[src/design/gsm7u_pkg.sv]
`timescale 1ns / 1ps
// Shared types and constants for the GSM 7-bit septet unpacker.
// No dependencies; used by the interfaces and every module.
package gsm7u_pkg;

   localparam int OCTET_W   = 8;
   localparam int SEPTET_W  = 7;
   localparam int CHAR_W    = 8;
   localparam int COUNT_W   = 8;
   localparam int BUF_W     = 2 * SEPTET_W;
   localparam int HELD_W    = 4;

   // csr register indexes
   localparam int CSR_INDEX_W = 1;
   localparam logic [CSR_INDEX_W-1:0] CSR_STOP_AT_NULL = 1'b0;
   localparam logic [CSR_INDEX_W-1:0] CSR_OUT_CAPACITY = 1'b1;

   localparam logic [COUNT_W-1:0] OUT_CAPACITY_RESET = 8'd160;

   localparam logic [CHAR_W-1:0] NULL_SEPTET_CHAR = 8'd183;
   localparam logic [CHAR_W-1:0] TERMINATOR_CHAR  = 8'd0;

   // work queue between front and back
   localparam int QUEUE_DEPTH   = 4;
   localparam int QUEUE_ADDR_W  = $clog2(QUEUE_DEPTH);
   localparam int QUEUE_COUNT_W = $clog2(QUEUE_DEPTH + 1);

   // one queued octet: one or two characters to send
   typedef struct packed {
      logic [CHAR_W-1:0] ch0;
      logic [CHAR_W-1:0] ch1;
      logic              two;   // ch1 is valid
      logic              done;  // last character ends the message
   } entry_type;

endpackage

[src/design/gsm7u_intf.sv]
`timescale 1ns / 1ps
// Channel interfaces of the septet unpacker: request, response, csr write.
// Depends on gsm7u_pkg.
interface gsm7u_req_if import gsm7u_pkg::*; ();
   logic               valid;
   logic               ready;
   logic [OCTET_W-1:0] octet;
   logic               start_req;
   logic [COUNT_W-1:0] septet_limit;
   modport source(output valid, octet, start_req, septet_limit, input ready);
   modport sink(input valid, octet, start_req, septet_limit, output ready);
endinterface

interface gsm7u_rsp_if import gsm7u_pkg::*; ();
   logic              valid;
   logic              ready;
   logic [CHAR_W-1:0] character;
   logic              last_of_run;
   logic              message_done;
   modport source(output valid, character, last_of_run, message_done, input ready);
   modport sink(input valid, character, last_of_run, message_done, output ready);
endinterface

interface gsm7u_csr_if import gsm7u_pkg::*; ();
   logic                   valid;
   logic                   ready;
   logic [CSR_INDEX_W-1:0] index;
   logic [COUNT_W-1:0]     data;
   modport source(output valid, index, data, input ready);
   modport sink(input valid, index, data, output ready);
endinterface

[src/design/gsm7u_front.sv]
`timescale 1ns / 1ps
// Front end: csr registers, bit buffer and message state; turns each octet
// into a queue entry of one or two characters. Depends on gsm7u_pkg, gsm7u_intf.
module gsm7u_front import gsm7u_pkg::*; #(
   parameter int MAX_SEPTETS = 160
) (
   input  logic        clock,
   input  logic        reset,
   gsm7u_req_if.sink   req_ch,
   gsm7u_csr_if.sink   csr_ch,
   input  logic        q_ready,
   output logic        push,
   output entry_type   push_entry
);

   localparam logic [COUNT_W-1:0] MaxLimit = COUNT_W'(MAX_SEPTETS);

   logic               stop_at_null_ff, stop_at_null_in;
   logic [COUNT_W-1:0] out_capacity_ff, out_capacity_in;
   logic [BUF_W-1:0]   buf_ff, buf_in;
   logic [HELD_W-1:0]  held_ff, held_in;
   logic [COUNT_W-1:0] emitted_ff, emitted_in;
   logic [COUNT_W-1:0] limit_ff, limit_in;
   logic               finished_ff, finished_in;

   logic               accept;
   logic [COUNT_W-1:0] sat_limit;
   logic [BUF_W-1:0]   eff_buf, buf_new;
   logic [HELD_W-1:0]  eff_held, held_sum;
   logic [COUNT_W-1:0] eff_emitted, eff_limit, e1, e2, emitted_next;
   logic               eff_finished;
   logic [SEPTET_W-1:0] c0, c1;
   logic               null0, null1, end0, end1, r1_valid, ended;

   assign csr_ch.ready = 1'b1;
   assign req_ch.ready = q_ready;
   assign accept       = req_ch.valid && q_ready;

   always_comb begin
      stop_at_null_in = stop_at_null_ff;
      out_capacity_in = out_capacity_ff;
      if (csr_ch.valid) begin
         case (csr_ch.index)
            CSR_STOP_AT_NULL: stop_at_null_in = csr_ch.data[0];
            CSR_OUT_CAPACITY: out_capacity_in = csr_ch.data;
            default: ;
         endcase
      end
   end

   // limit sampled at start: min(septet_limit, out_capacity, MAX_SEPTETS)
   always_comb begin
      sat_limit = req_ch.septet_limit;
      if (sat_limit > out_capacity_ff) sat_limit = out_capacity_ff;
      if (sat_limit > MaxLimit) sat_limit = MaxLimit;
   end

   always_comb begin
      if (req_ch.start_req) begin
         eff_buf      = '0;
         eff_held     = '0;
         eff_emitted  = '0;
         eff_limit    = sat_limit;
         eff_finished = (sat_limit == '0);
      end else begin
         eff_buf      = buf_ff;
         eff_held     = held_ff;
         eff_emitted  = emitted_ff;
         eff_limit    = limit_ff;
         eff_finished = finished_ff;
      end

      // held never exceeds 6, so the shifted octet fits the 14-bit buffer
      buf_new  = eff_buf | BUF_W'({{(BUF_W-OCTET_W){1'b0}}, req_ch.octet} << eff_held);
      held_sum = eff_held + HELD_W'(OCTET_W);
      c0       = buf_new[SEPTET_W-1:0];
      c1       = buf_new[BUF_W-1:SEPTET_W];

      null0    = (c0 == '0) && stop_at_null_ff;
      e1       = eff_emitted + COUNT_W'(1);
      end0     = null0 || (e1 >= eff_limit);
      r1_valid = (held_sum >= HELD_W'(BUF_W)) && !end0;
      null1    = (c1 == '0) && stop_at_null_ff;
      e2       = e1 + COUNT_W'(1);
      end1     = null1 || (e2 >= eff_limit);
      ended    = end0 || (r1_valid && end1);

      if (r1_valid) emitted_next = null1 ? e1 : e2;
      else          emitted_next = null0 ? eff_emitted : e1;

      push_entry.ch0  = null0 ? TERMINATOR_CHAR :
                        (c0 == '0) ? NULL_SEPTET_CHAR : {1'b0, c0};
      push_entry.ch1  = null1 ? TERMINATOR_CHAR :
                        (c1 == '0) ? NULL_SEPTET_CHAR : {1'b0, c1};
      push_entry.two  = r1_valid;
      push_entry.done = ended;
      push            = accept && !eff_finished;

      buf_in      = buf_ff;
      held_in     = held_ff;
      emitted_in  = emitted_ff;
      limit_in    = limit_ff;
      finished_in = finished_ff;
      if (accept) begin
         limit_in = eff_limit;
         if (eff_finished) begin
            buf_in      = '0;
            held_in     = '0;
            emitted_in  = eff_emitted;
            finished_in = 1'b1;
         end else begin
            emitted_in  = emitted_next;
            finished_in = ended;
            if (ended || r1_valid) begin
               buf_in  = '0;
               held_in = '0;
            end else begin
               buf_in  = buf_new >> SEPTET_W;
               held_in = held_sum - HELD_W'(SEPTET_W);
            end
         end
      end
   end

   always_ff @(posedge clock) begin
      if (reset) begin
         stop_at_null_ff <= 1'b0;
         out_capacity_ff <= OUT_CAPACITY_RESET;
         buf_ff          <= '0;
         held_ff         <= '0;
         emitted_ff      <= '0;
         limit_ff        <= '0;
         finished_ff     <= 1'b1;
      end else begin
         stop_at_null_ff <= stop_at_null_in;
         out_capacity_ff <= out_capacity_in;
         buf_ff          <= buf_in;
         held_ff         <= held_in;
         emitted_ff      <= emitted_in;
         limit_ff        <= limit_in;
         finished_ff     <= finished_in;
      end
   end

   a_held_short: assert property (@(posedge clock) disable iff (reset)
      held_ff < HELD_W'(SEPTET_W))
      else $error("bit buffer holds a full septet between octets");

   a_idle_clean: assert property (@(posedge clock) disable iff (reset)
      finished_ff |-> (held_ff == '0 && buf_ff == '0))
      else $error("leftover bits kept after message end");

   a_below_limit: assert property (@(posedge clock) disable iff (reset)
      !finished_ff |-> (emitted_ff < limit_ff))
      else $error("active message at or past its septet limit");

endmodule

[src/design/gsm7u_queue.sv]
`timescale 1ns / 1ps
// Short FIFO of queue entries between front and back.
// Depends on gsm7u_pkg.
module gsm7u_queue import gsm7u_pkg::*; (
   input  logic      clock,
   input  logic      reset,
   input  logic      push,
   input  entry_type push_entry,
   output logic      not_full,
   input  logic      pop,
   output logic      head_valid,
   output entry_type head
);

   entry_type                slot_ff [QUEUE_DEPTH];
   logic [QUEUE_ADDR_W-1:0]  wr_ptr_ff, wr_ptr_in;
   logic [QUEUE_ADDR_W-1:0]  rd_ptr_ff, rd_ptr_in;
   logic [QUEUE_COUNT_W-1:0] count_ff, count_in;
   logic                     do_pop;

   assign not_full   = (count_ff != QUEUE_COUNT_W'(QUEUE_DEPTH));
   assign head_valid = (count_ff != '0);
   assign head       = slot_ff[rd_ptr_ff];
   assign do_pop     = pop && head_valid;

   always_comb begin
      wr_ptr_in = push ? wr_ptr_ff + QUEUE_ADDR_W'(1) : wr_ptr_ff;
      rd_ptr_in = do_pop ? rd_ptr_ff + QUEUE_ADDR_W'(1) : rd_ptr_ff;
      count_in  = count_ff + QUEUE_COUNT_W'(push) - QUEUE_COUNT_W'(do_pop);
   end

   always_ff @(posedge clock) begin
      if (push) slot_ff[wr_ptr_ff] <= push_entry;
   end

   always_ff @(posedge clock) begin
      if (reset) begin
         wr_ptr_ff <= '0;
         rd_ptr_ff <= '0;
         count_ff  <= '0;
      end else begin
         wr_ptr_ff <= wr_ptr_in;
         rd_ptr_ff <= rd_ptr_in;
         count_ff  <= count_in;
      end
   end

   a_no_overflow: assert property (@(posedge clock) disable iff (reset)
      push |-> not_full)
      else $error("push into full queue");

   a_no_underflow: assert property (@(posedge clock) disable iff (reset)
      pop |-> head_valid)
      else $error("pop from empty queue");

   a_ptr_count: assert property (@(posedge clock) disable iff (reset)
      (count_ff == '0 || count_ff == QUEUE_COUNT_W'(QUEUE_DEPTH))
         == (wr_ptr_ff == rd_ptr_ff))
      else $error("queue pointers disagree with count");

endmodule

[src/design/gsm7u_back.sv]
`timescale 1ns / 1ps
// Back end: walks the head queue entry one character per word into the
// response output register. Depends on gsm7u_pkg, gsm7u_intf.
module gsm7u_back import gsm7u_pkg::*; (
   input  logic        clock,
   input  logic        reset,
   input  logic        head_valid,
   input  entry_type   head,
   output logic        pop,
   gsm7u_rsp_if.source rsp_ch
);

   logic              valid_ff, valid_in;
   logic [CHAR_W-1:0] char_ff, char_in;
   logic              last_ff, last_in;
   logic              done_ff, done_in;
   logic              phase_ff, phase_in;   // 1: sending second character
   logic              load;

   assign rsp_ch.valid        = valid_ff;
   assign rsp_ch.character    = char_ff;
   assign rsp_ch.last_of_run  = last_ff;
   assign rsp_ch.message_done = done_ff;

   assign load = !valid_ff || rsp_ch.ready;

   always_comb begin
      valid_in = valid_ff;
      char_in  = char_ff;
      last_in  = last_ff;
      done_in  = done_ff;
      phase_in = phase_ff;
      pop      = 1'b0;
      if (load) begin
         valid_in = head_valid;
         if (head_valid) begin
            char_in  = phase_ff ? head.ch1 : head.ch0;
            last_in  = !head.two || phase_ff;
            done_in  = head.done && last_in;
            pop      = last_in;
            phase_in = !last_in;
         end
      end
   end

   always_ff @(posedge clock) begin
      char_ff <= char_in;
      last_ff <= last_in;
      done_ff <= done_in;
   end

   always_ff @(posedge clock) begin
      if (reset) begin
         valid_ff <= 1'b0;
         phase_ff <= 1'b0;
      end else begin
         valid_ff <= valid_in;
         phase_ff <= phase_in;
      end
   end

   a_done_is_last: assert property (@(posedge clock) disable iff (reset)
      (valid_ff && done_ff) |-> last_ff)
      else $error("message end flagged on a non-final word");

   a_phase_has_work: assert property (@(posedge clock) disable iff (reset)
      phase_ff |-> (head_valid && head.two))
      else $error("second character pending without a two-character entry");

   a_second_is_last: assert property (@(posedge clock) disable iff (reset)
      (load && head_valid && phase_ff) |=> last_ff)
      else $error("second character not marked last of run");

endmodule

[src/design/gsm7_septet_unpacker.sv]
`timescale 1ns / 1ps
// GSM 7-bit septet unpacker, top level. Depends on gsm7u_pkg, gsm7u_intf,
// gsm7u_front, gsm7u_queue, gsm7u_back.
// The first character word of an octet is valid on rsp once it has passed
// through the queue and the back-end output register.
// Throughput: up to one octet per cycle; one rsp word per cycle while rsp is
// ready, so an octet that yields two characters takes two rsp words (req
// stalls only when the queue is full).
// Reset (sync, active high): queue empty, no message active, stop_at_null 0,
// out_capacity 160.
module gsm7_septet_unpacker import gsm7u_pkg::*; #(
   parameter int MAX_SEPTETS = 160
) (
   input  logic        clock,
   input  logic        reset,
   gsm7u_req_if.sink   req_ch,
   gsm7u_rsp_if.source rsp_ch,
   gsm7u_csr_if.sink   csr_ch
);

   // front -> queue
   logic      push;
   logic      q_not_full;
   entry_type push_entry;

   // queue -> back
   logic      head_valid;
   logic      pop;
   entry_type head;

   // Front: csr regs, bit buffer, septet count and limit. Each accepted octet
   // is unpacked combinationally; an octet that yields characters leaves as one
   // queue entry. Octets arriving while no message is active are dropped.
   gsm7u_front #(
      .MAX_SEPTETS(MAX_SEPTETS)
   ) u_front (
      .clock      (clock),
      .reset      (reset),
      .req_ch     (req_ch),
      .csr_ch     (csr_ch),
      .q_ready    (q_not_full),
      .push       (push),
      .push_entry (push_entry)
   );

   // Queue decouples the octet rate from the character rate; req stalls only
   // when it fills.
   gsm7u_queue u_queue (
      .clock      (clock),
      .reset      (reset),
      .push       (push),
      .push_entry (push_entry),
      .not_full   (q_not_full),
      .pop        (pop),
      .head_valid (head_valid),
      .head       (head)
   );

   // Back: output register; it refills while the current word is taken.
   gsm7u_back u_back (
      .clock      (clock),
      .reset      (reset),
      .head_valid (head_valid),
      .head       (head),
      .pop        (pop),
      .rsp_ch     (rsp_ch)
   );

endmodule
[src/flat_wrapper.sv]
// flat-port wrapper written by rule: the top's interface ports become plain ports
module gsm7_septet_unpacker_flat import gsm7u_pkg::*;
#(
   parameter int MAX_SEPTETS = 160
)
  (clock, reset, req_ch_valid, req_ch_octet, req_ch_start_req, req_ch_septet_limit, req_ch_ready, rsp_ch_valid, rsp_ch_character, rsp_ch_last_of_run, rsp_ch_message_done, rsp_ch_ready, csr_ch_valid, csr_ch_index, csr_ch_data, csr_ch_ready);
  gsm7u_req_if req_ch_i ();
  gsm7u_rsp_if rsp_ch_i ();
  gsm7u_csr_if csr_ch_i ();
  input  logic clock;
  input  logic reset;
  input wire logic [$bits(req_ch_i.valid)-1:0] req_ch_valid;
  input wire logic [$bits(req_ch_i.octet)-1:0] req_ch_octet;
  input wire logic [$bits(req_ch_i.start_req)-1:0] req_ch_start_req;
  input wire logic [$bits(req_ch_i.septet_limit)-1:0] req_ch_septet_limit;
  output wire logic [$bits(req_ch_i.ready)-1:0] req_ch_ready;
  output wire logic [$bits(rsp_ch_i.valid)-1:0] rsp_ch_valid;
  output wire logic [$bits(rsp_ch_i.character)-1:0] rsp_ch_character;
  output wire logic [$bits(rsp_ch_i.last_of_run)-1:0] rsp_ch_last_of_run;
  output wire logic [$bits(rsp_ch_i.message_done)-1:0] rsp_ch_message_done;
  input wire logic [$bits(rsp_ch_i.ready)-1:0] rsp_ch_ready;
  input wire logic [$bits(csr_ch_i.valid)-1:0] csr_ch_valid;
  input wire logic [$bits(csr_ch_i.index)-1:0] csr_ch_index;
  input wire logic [$bits(csr_ch_i.data)-1:0] csr_ch_data;
  output wire logic [$bits(csr_ch_i.ready)-1:0] csr_ch_ready;
  assign req_ch_i.valid = req_ch_valid;
  assign req_ch_i.octet = req_ch_octet;
  assign req_ch_i.start_req = req_ch_start_req;
  assign req_ch_i.septet_limit = req_ch_septet_limit;
  assign req_ch_ready = req_ch_i.ready;
  assign rsp_ch_valid = rsp_ch_i.valid;
  assign rsp_ch_character = rsp_ch_i.character;
  assign rsp_ch_last_of_run = rsp_ch_i.last_of_run;
  assign rsp_ch_message_done = rsp_ch_i.message_done;
  assign rsp_ch_i.ready = rsp_ch_ready;
  assign csr_ch_i.valid = csr_ch_valid;
  assign csr_ch_i.index = csr_ch_index;
  assign csr_ch_i.data = csr_ch_data;
  assign csr_ch_ready = csr_ch_i.ready;
  gsm7_septet_unpacker #(.MAX_SEPTETS(MAX_SEPTETS)) u_core (.clock(clock), .reset(reset), .req_ch(req_ch_i), .rsp_ch(rsp_ch_i), .csr_ch(csr_ch_i));
endmodule
[config.mk]
export PLATFORM = sky130hd
export DESIGN_NAME = gsm7_septet_unpacker_flat
export DESIGN_NICKNAME = d
export VERILOG_FILES = /design/src/design/gsm7u_pkg.sv /design/src/design/gsm7u_intf.sv /design/src/design/gsm7u_front.sv /design/src/design/gsm7u_queue.sv /design/src/design/gsm7u_back.sv /design/src/design/gsm7_septet_unpacker.sv /design/src/flat_wrapper.sv
export SDC_FILE = /design/constraint.sdc
export NUM_CORES = 1
export LEC_CHECK = 0
export ABC_CLOCK_PERIOD_IN_PS = 11200
export BUFFER_PORTS_ARGS = -buffer_cell sky130_fd_sc_hd__buf_2
export CAP_MARGIN = 20
export CORE_ASPECT_RATIO = 0.75
export CORE_MARGIN = 2
export CORE_UTILIZATION = 35
export CTS_BUF_LIST = sky130_fd_sc_hd__clkbuf_4
export DETAILED_ROUTE_END_ITERATION = 6
export GPL_ROUTABILITY_DRIVEN = 1
export SLEW_MARGIN = 10
export SYNTH_ARGS = -nofsm -noshare
export SYNTH_HDL_FRONTEND = slang
export SYNTH_SLANG_ARGS = --single-unit
export TNS_END_PERCENT = 50
[constraint.sdc]
create_clock -name clock -period 11.2 [get_ports clock]
set_clock_uncertainty 0.1 [all_clocks]
set_input_delay 0.56 -clock clock [delete_from_list [all_inputs] [get_ports clock]]
set_output_delay 0.56 -clock clock [all_outputs]
set_load 0.1 [all_outputs]
==> results.toml <==
[worst_setup_path]
start_kind = "flop"
cp-end-kind = "flop"
slowest_stage = "o31ai_4"
worstSetupPathType = "reg -> reg"
worstPathCellList = "inv_1 -> ha_1 -> a21o_1 -> a21oi_1 -> nor2b_1 -> o31ai_4 -> mux2_2 -> o31ai_1 -> nor2_1 -> a21oi_1 -> ha_1 -> a21o_1 -> a2111oi_0 -> a21o_1 -> o41ai_2 -> or3_4 -> nor4_4 -> a32oi_1 -> o21ai_1"
crit_required_ns = 11.57
critical_path.max_fanout = 19
critPathMaxStageDelay_ns = 0.62
cp.arrival_ns = 5.97
crit_top_cell = "a21o_1"

[outcome]
status = "finished, final reports clean"

[finish]
drive_gt1_share_pct = 20.3
fin_area_um2 = 7710
synthToLayoutAreaGrowth_pct = 9.60
n_fill_cell = 1885
mostFrequentLayoutCell = "edfxtp_1"
diodes = 0
final_cell_mix = "edfxtp_1 (82), nand2_1 (56), nor2_1 (54), dfxtp_1 (48), a21oi_1 (44)"
fin_util_pct = 39.5
fin_nets = 734
fin_cells = 934

[clock_tree]
cts_resized = 0
cts_inserted_buffers = 17
ctsHoldBuffers = 0
cts-root-buf = "clkbuf_4"
clkSinkCount = 130
cts-htree-levels = 4
cts_tree = "built"
clk_pin_slew_ns = 0.12
cts_max_path_buffers = 2
clock_latency_ns = 0.54
cts_setup_buffers = 0

[logic_synthesis]
seq_area_frac_synth_pct = 48.6
synthCells = 631
synth_async_sr_flop_share_pct = 0
yosys.area.top_type = "edfxtp_1"
synth-edff-count = 82
synth_area_leaders = "edfxtp_1 (35%), dfxtp_1 (14%), mux4_2 (6.4%)"
synth.cell_area_um2 = 7040
synth.top_cell.area_share_pct = 35.0
yosysWarningCount = 0
syn_avg_cell_area_um2 = 11.2
synth_nets = 697
synth_cell_types = 76
ys_ff_latch = 130
synth_ff_type = "edfxtp_1"

[routing]
first_iter_violations = 457
vias = 5056
totalWireLength_mm = 16.0
wl_per_cell_um = 17.2
avgViaCountPerCell = 5.41
drc = 0
dr.pass1.iters = 5
detail-route-antenna-nets = 0

[placed_design]
routabilityCongestion = 0.885
io_buffers = 42
dp_hpwl_mm = 11.3
placedCellCount = 901
placed_area_um2 = 7440
pre_cts_slack_ns = 5.50

[timing]
setup_tns_ns = 0
setup_ws_ns = 5.60
post-route-period-util_pct = 50.0
setup_viol = 0
worst_pin_slew_ns = 0.996
fin_crit_ns = 5.60
hold_viol_final = 0
fmax_ghz = 0.179
relSlewSlack_pct = 33.6
rsz0062_at_grt = "no"
slew_violations = 0

[job]
cap_violations = 0

[global_route]
grt_overflow = 0
grt_max_degree = 46
antenna_found_initial = 0
grt_pass1_vias = 4924
grt_first_pass_wirelength_mm = 26.2
grt_usage_pct = 15.6

[floorplanning]
die_y_um = 127
dieArea_um2 = 21300
fp.dieW_um = 168
io_pins = 44
initial_core_util_pct = 36.0
rows = 44
core_um2 = 19500

[pwr]
power_leakage_nw = 2.86
powerDensity_nw_per_um2 = 186
ir_drop_v = 0.0000944

[worst_hold_path]
hold_path_class = "in -> reg"
-- where the power goes --
| group | internal [mW] | total [mW] | switching [mW] |
|---|---|---|---|
| combinational | 0.157 | 0.497 | 0.339 |
| sequential | 0.584 | 0.621 | 0.0366 |
| clock | 0.134 | 0.317 | 0.184 |
| total | 0.875 | 1.43 | 0.560 |
-- state kept, by name, indices dropped and copies added (netlist names), 2 cells and up, named ones only --
signal and flops:
u_core.u_front.buf_ff 7, u_core.u_queue.slot_ff 72, u_core.u_queue.wr_ptr_ff 2, u_core.u_queue.rd_ptr_ff 2, u_core.u_back.rsp_ch.character 8, u_core.u_front.out_capacity_ff 8
u_core.u_queue.count_ff 3, u_core.u_front.limit_ff 8, u_core.u_front.held_ff 4, u_core.u_front.emitted_ff 8
-- Yosys cell counts, types with 4 or more instances --
cell	n
a21o_1	6
a21oi_1	44
a22o_1	11
a22oi_1	7
a32oi_1	4
and2_1	8
and3_1	4
buf_1	5
buf_2	4
buf_6	4
clkbuf_1	12
dfxtp_1	48
edfxtp_1	82
ha_1	34
inv_1	25
inv_2	4
mux2_2	15
mux2i_1	6
mux4_2	20
nand2_1	56
nand2b_1	10
nand3_1	13
nand4_1	8
nor2_1	54
nor2b_1	15
nor3_1	12
nor3b_1	5
nor4_1	4
o211ai_1	4
o21a_1	5
o21ai_0	11
o21ai_1	7
or2_2	6
xnor2_1	12
xor2_1	9
-- logic make-up (layout without fill, tap and decap cells) --
group,count (synthesis),count (layout),synth area share [%]
simple gates,217,217,16.2
flops,130,130,48.6
compound gates,129,129,12.8
buf+inv,56,106,3.59
mux,42,42,9.81
fa+ha+maj,35,35,6.33
xor+xnor,21,21,2.61
other cells,1,1,0.0533
-- final timing paths --
| path | endpoint | slack (ns) | cells past startpoint | from |
|---|---|---|---|---|
| hold reg to reg | u_core.u_front.limit_ff[0] | 0.37 | 2 | u_core.u_front.limit_ff[0] |
| setup / recovery | u_core.u_front.held_ff[2] | 5.60 | 19 | u_core.u_front.out_capacity_ff[5] |
| setup reg to reg | u_core.u_front.held_ff[2] | 5.60 | 19 | u_core.u_front.out_capacity_ff[5] |
| hold / removal | u_core.u_front.out_capacity_ff[7] | 0.15 | 3 | csr_ch_data[7] |
-- per-stage QoR --
step | total power, mW | hold WS [ns]
detailed placement | 1.13 | 0.355
global placement | 1.12 | 0.345
finish | 1.43 | 0.149
CTS | 1.45 | 0.103
global route | 1.51 | 0.0951
floorplan | 1.03 | 0.325
-- per-layer routing --
layer / track usage (%) / wire (um)
met1: 22.5 / 7980
met2: 23.5 / 7010
met3: 4.02 / 924
met4: 4.14 / 104
met5: 0 / 0
-- worst max-delay path: cells and delay by family, from the launching register on --
family,cells,cell delay (ns)
flip-flops,1,0.40
adder cells (fa/ha/maj),2,0.59
multiplexers,1,0.45
AO/OA/AOI/OAI,11,2.86
buffers and inverters,1,0.10
AND/OR/NAND/NOR,4,1.02
-- area by class of cell --
class	count	area, um^2	area share, %
inverter	29	109	1.41
sequential	130	3420	44.4
clock inverter	14	138	1.78
clock buffer	18	135	1.75
timing repair buffer	45	230	2.98
multi-input combinational	445	3360	43.6
tap	253	317	4.10
No activity file was read; power rests on OpenSTA's default activity.
